<file path="config.mk">
export PLATFORM = sky130hd
export DESIGN_NAME = gcas_ctrl
export DESIGN_NICKNAME = d
export VERILOG_FILES = /design/src/rtl/gcas_pkg.sv /design/src/rtl/gcas_ctrl.sv
export SDC_FILE = /design/constraint.sdc
export NUM_CORES = 1
export LEC_CHECK = 0
export BUFFER_PORTS_ARGS = -buffer_cell sky130_fd_sc_hd__buf_2
export CAP_MARGIN = 0
export CORE_AREA = 10 10 47 49
export CTS_CLUSTER_SIZE = 12
export DETAILED_ROUTE_END_ITERATION = 6
export DIE_AREA = 0 0 57 59
export GPL_ROUTABILITY_DRIVEN = 0
export PLACE_DENSITY = 0.59
export REMOVE_ABC_BUFFERS = 1
export SKIP_CTS_REPAIR_TIMING = 1
export SKIP_LAST_GASP = 1
export SYNTH_ARGS = -nofsm -noshare
export SYNTH_HDL_FRONTEND = slang
export SYNTH_SLANG_ARGS = --single-unit
</file>
<file path="constraint.sdc">
create_clock -name clk -period 1.4 [get_ports clk]
set_input_delay 0.14 -clock clk [delete_from_list [all_inputs] [get_ports clk]]
set_output_delay 0.14 -clock clk [all_outputs]
set_load 0.1 [all_outputs]
</file>
<file path="src/rtl/gcas_pkg.sv">
package gcas_pkg;

    // character and result widths
    localparam int CHAR_W = 8;
    localparam int SUM_W  = 32;
    localparam int ROW_W  = 16;

    localparam logic [CHAR_W-1:0] NEWLINE_CODE      = 8'd10;
    localparam logic [CHAR_W-1:0] PATH_SYMBOL_RESET = 8'd35;

    localparam logic signed [ROW_W-1:0] ROW_RESET = -16'sd1;
    localparam logic signed [ROW_W-1:0] ROW_MAX   = 16'sd32767;

    // scan pipeline depth after the last read is issued
    localparam int FLUSH_CYCLES = 3;
    localparam int FLUSH_W      = 2;

    typedef logic [1:0] bank_idx_t;

    typedef enum logic [1:0] {
        ST_CLEAR,
        ST_IDLE,
        ST_SCAN,
        ST_FLUSH
    } gcas_state_t;

    // controller to datapath
    typedef struct packed {
        logic clear_step;
        logic scan_step;
        logic row_end;
        logic char_wr;
        logic eos_take;
    } gcas_cmd_t;

    // datapath to controller
    typedef struct packed {
        logic sweep_last;
        logic out_busy;
    } gcas_stat_t;

    // bank roles rotate: upper = phase, middle = phase+1, lower = phase+2 (mod 3)
    function automatic bank_idx_t bank_inc(input bank_idx_t idx);
        bank_idx_t res;
        res = (idx == 2'd2) ? 2'd0 : idx + 2'd1;
        return res;
    endfunction

    function automatic bank_idx_t bank_dec(input bank_idx_t idx);
        bank_idx_t res;
        res = (idx == 2'd0) ? 2'd2 : idx - 2'd1;
        return res;
    endfunction

endpackage

</file>
<file path="src/rtl/gcas_ctrl.sv">
module gcas_ctrl (
    input  logic                        clk,
    input  logic                        rst_n,
    input  logic                        in_valid,
    input  logic [gcas_pkg::CHAR_W-1:0] char_code,
    input  logic                        end_of_stream,
    output logic                        in_ready,
    input  gcas_pkg::gcas_stat_t        stat,
    output gcas_pkg::gcas_cmd_t         cmd
);
    import gcas_pkg::*;

    gcas_state_t        state_reg, state_next;
    logic [FLUSH_W-1:0] flush_reg, flush_next;
    logic               accept;

    // state and flush counter
    always_ff @(posedge clk or negedge rst_n)
    begin
        if (!rst_n)
        begin
            state_reg <= ST_CLEAR;
            flush_reg <= '0;
        end
        else
        begin
            state_reg <= state_next;
            flush_reg <= flush_next;
        end
    end

    assign in_ready = (state_reg == ST_IDLE) && !stat.out_busy;
    assign accept   = in_valid && in_ready;

    // next state and commands
    always_comb
    begin
        state_next = state_reg;
        flush_next = flush_reg;
        cmd        = '0;
        case (state_reg)
            ST_CLEAR:
            begin
                cmd.clear_step = 1'b1;
                if (stat.sweep_last)
                    state_next = ST_IDLE;
            end
            ST_IDLE:
            begin
                if (accept)
                begin
                    if (end_of_stream)
                    begin
                        cmd.eos_take = 1'b1;
                        state_next   = ST_CLEAR;
                    end
                    else if (char_code == NEWLINE_CODE)
                        state_next = ST_SCAN;
                    else
                        cmd.char_wr = 1'b1;
                end
            end
            ST_SCAN:
            begin
                cmd.scan_step = 1'b1;
                if (stat.sweep_last)
                begin
                    state_next = ST_FLUSH;
                    flush_next = '0;
                end
            end
            ST_FLUSH:
            begin
                if (flush_reg == FLUSH_W'(FLUSH_CYCLES - 1))
                begin
                    cmd.row_end = 1'b1;
                    flush_next  = '0;
                    state_next  = ST_IDLE;
                end
                else
                    flush_next = flush_reg + 1'b1;
            end
            default:
                state_next = ST_CLEAR;
        endcase
    end

    // a newline starts a row scan
    a_newline_scan: assert property (@(posedge clk) disable iff (!rst_n)
        (accept && !end_of_stream && char_code == NEWLINE_CODE) |=> state_reg == ST_SCAN)
        else $error("newline did not start a scan");

    // end of row is a single pulse followed by idle
    a_row_end_idle: assert property (@(posedge clk) disable iff (!rst_n)
        cmd.row_end |=> (!cmd.row_end && state_reg == ST_IDLE))
        else $error("row end not followed by idle");

    // end of stream always starts a clearing pass
    a_eos_clear: assert property (@(posedge clk) disable iff (!rst_n)
        cmd.eos_take |=> cmd.clear_step)
        else $error("end of stream without clearing pass");

endmodule

</file>
; After elaboration in Yosys (flattened, before gate mapping)
; Cells that the tools add are included.
[classes]
n_addsub = 1
n_mul = 0
n_div = 0
magnitude_cmp = 0
n_eq_ne = 10
shifts = 0
mux = 19
bitwise = 0
reduce_logical = 7
[ops]
columns = cell, n
row1 = 2-bit 2-to-1 mux, 10
row2 = 8-bit by 4-bit == test with 1-bit output (second input constant), 1
row3 = 2-bit != test (second input constant), 4
row4 = 2-bit case mux with 4 select lines, 1
row5 = 1-bit 2-to-1 mux, 7
row6 = 2-bit == test (second input constant), 3
row7 = 5-bit AND reduction, 1
row8 = 2-bit case mux with 2 select lines, 1
row9 = 3-bit by 2-bit != test with 1-bit output (second input constant), 1
row10 = 2-bit by 1-bit adder with 2-bit output (second input constant), 1
row11 = 2-bit by 1-bit == test with 1-bit output (second input constant), 1
row12 = 1-bit logical AND, 2
row13 = 2-bit zero test, 1
row14 = 2-bit AND reduction, 1
row15 = 2-bit nonzero test, 1
row16 = 1-bit zero test, 1
[totals]
ff_bits = 4
latchBits = 0
ramBits = 0
rom_bits = 0
out_inout_bits = 6
n_memories = 0

; Logic depth before layout (Yosys ltp)
[depth]
word_depth = 5
ltp_mapped = 6
ltp_nobuf = 6

; Worst setup path before layout
; No wires, ideal clock.
[synth_path]
path_kind = register to output
start = register state_reg[1]
end = output cmd[1] (netlist bit)
arrival_time_ps = 2520
required_time_ps = 1260
setup_slack_ps = -1260
path_stages_with_launch = 6
n_path_buf = 0
path_cell_list = dfrtp_1 > inv_1 > ha_1 > and2b_2 > nand2_2 > nor2_1
[synth_lines]
columns = item, line_no
row1 = from (decl), gcas_ctrl.sv:13  ; gcas_state_t state_reg, state_next;
row2 = from (signal assigned), gcas_ctrl.sv:27  ; state_reg <= state_next;
row3 = to (decl), gcas_ctrl.sv:9  ; output gcas_pkg::gcas_cmd_t cmd

==> flow_summary.toml <==
[run_status]
status = "finished with violations"
failing_checks = "setup timing"

[worst_setup_path]
ff2ff_setup_slack_ns = -0.07
worst-path-buf-inv = 1
worstPathCellList = "ha_4 -> and2b_2 -> and3_4 -> buf_12"
crit_path_start = "state_reg[0]"
critPathArrivalTime_ns = 1.39
critical_path.slowest_cell = "dfrtp_2"
endpoint_kind = "output pin"
r2r-start = "state_reg[1]"
timing_worst_setup_path_type = "flip-flop to output pin"
timing.critical_path.max_delay_family = "flip-flops"
critPathRequiredTime_ns = 1.26
worstRegToRegCells = 6
setup.worst_path.start_class = "flip-flop"
r2r_end = "state_reg[0]"
worstSetupPathDepth = 4
timing.critical_path.fanout_max = 4
max_stage_delay_ns = 0.45
critical_path.endpoint = "cmd[0]"

[yosys]
ys_types = 21
postSynthRegisterBits = 4
synth_top_flop_cell = "dfrtp_1"
synth-edff-count = 0
post_synth_inst_count = 38
netlist.area_leader.share_pct = 28.3
synth_area_leader_cell = "dfrtp_1"
synth.yosys.seq_area_share_pct = 28.3
yosysWarningCount = 0
netlist_area_um2 = 354
avgSynthCellArea_um2 = 9.32
synth.top_cells.by_area = "dfrtp_1 (28%), ha_1 (14%), nor2b_1 (7.1%)"
synthArstFlopShare_pct = 100

[cts]
clk_latency_ns = 0.23
cts-htree-levels = 1
cts_tree = "built"
clk_pin_slew_worst_paths_ns = 0.04
deepest_clock_path_buffer_count = 2
clock_tree.root_cell = "clkbuf_4"
cts_sinks = 4
cts_made_buffers = 3

[timing]
timing.clock.skew_ns = 0.000706
fmax_mhz = 651
finalHoldViolations = 0
setup_failing_eps_final = 8
period_share_pct = 110
grt_setup_unrepaired = "true"
tightest_slew_ns = 0.187
finalWorstSetupSlack_ns = -0.135
finalSetupTns_ns = -0.657
drv_slew = 0
maxSlewHeadroom_pct = 87.4
layout_min_cycle_time_ns = 1.53

[cells_and_area]
final_cell_area_um2 = 727
layout_commonest_cell = "buf_2"
postLayoutCoreUtil_pct = 51.9
area_growth_pct = 105
share_of_cells_above_drive_strength_1_pct = 71.0
mostFrequentLayoutCells = "buf_2 (13), buf_4 (8), buf_12 (6)"
final_nets = 89
final_cell_count_no_fill = 85
antennaDiodeCount = 0

[floorplan]
rows = 14
dieArea_um2 = 3360
die_x_um = 57
floorplan.die.height_um = 59
ioPinCount = 20
placeableCoreArea_um2 = 1400
initial_utilization_pct = 25.3

[grt]
grt_max_degree = 7
global_route.overflow_total = 0
grt_first_pass_wirelength_um = 1660
global_route.usage.total_pct = 6.11
initial_antenna_violation_count = 0
first_global_vias = 387

[flow_run]
drv.max_cap_violation_count = 0

[worst_hold_path]
min_path_type = "input pin to async pin"

[placement]
place.detailed.hpwl_um = 889
io_buffer_count = 19
dpl.cell_count = 81
place_area_um2 = 619

[pwr]
leakage_component_of_the_power_nw = 0.319
power.density_cell_area_nw_per_um2 = 2010
vdd_ir_drop_max_mv = 0.835
design_power_total_w = 0.00146

[detailed_routing]
first_pass_iters = 1
drc = 0
num_vias = 390
totalWireLength_um = 1030
route.detailed.wl_per_inst_um = 12.1
drt_iter0_drc = 0
via_per_inst = 4.59
final_antenna_net_count = 0
==> metal layers <==
layer	wire length [um]	global-route usage, %	share of wire (%)	vias to the layer above
met5	0	0	0	-
met4	0	4.03	0	0
met3	129	3.43	13	0
met2	480	9.46	47	13
met1	416	6.24	41	176
li1	-	-	-	201
==> layout make-up <==
| type | instances | area, um2 |
|---|---|---|
| Clock buffer | 3 | 22.5 |
| Timing Repair Buffer | 28 | 255 |
| Sequential cell | 4 | 101 |
| Multi-Input combinational cell | 32 | 320 |
| Inverter | 2 | 7.51 |
| Tap cell | 16 | 20.0 |
| Fill cell | 128 | 674 |
==> kinds of logic after synthesis <==
family | synth area share [%]
AND/OR/NAND/NOR | 30.0
AO/OA/AOI/OAI | 16.6
adder cells (fa/ha/maj) | 14.1
flip-flops | 28.3
multiplexers | 8.83
buffers and inverters | 2.12
==> stage by stage <==
stage | worst slack [ns] | hold WS (ns)
final | -0.135 | 0.239
after global routing | -0.194 | 0.251
after CTS | -0.270 | -0.305
after detailed placement | -0.0873 | -0.0519
after global placement | -0.0346 | -0.0501
after floorplan | -1.26 | -0.156
==> how the worst min path moves through the flow <==
stage	start	endpoint	slack, ns	cells past startpoint
2_1_floorplan	rst_n	flush_reg[0]	-0.16	0
3_3_place_gp	rst_n	state_reg[1]	-0.05	1
3_5_place_dp	rst_n	state_reg[1]	-0.05	1
4_1_cts	rst_n	state_reg[1]	-0.31	1
5_1_grt	rst_n	state_reg[1]	0.25	2
6_report	rst_n	flush_reg[0]	0.24	2
==> synth_stat cells (2+ instances only) <==
cell type	instances
ha_1	4
inv_1	2
dfrtp_1	4
nor2b_1	4
nor2_1	3
nand2_1	3
o21ai_1	2
o2bb2ai_1	2
mux2i_1	2
==> where the power goes <==
group	leakage, nW	switching, W	internal (W)
combinational	0.257	0.000587	0.000497
clock	0.0138	0.0000451	0.0000958
sequential	0.0481	0.0000605	0.000172
(Power assumes the default switching activity.)
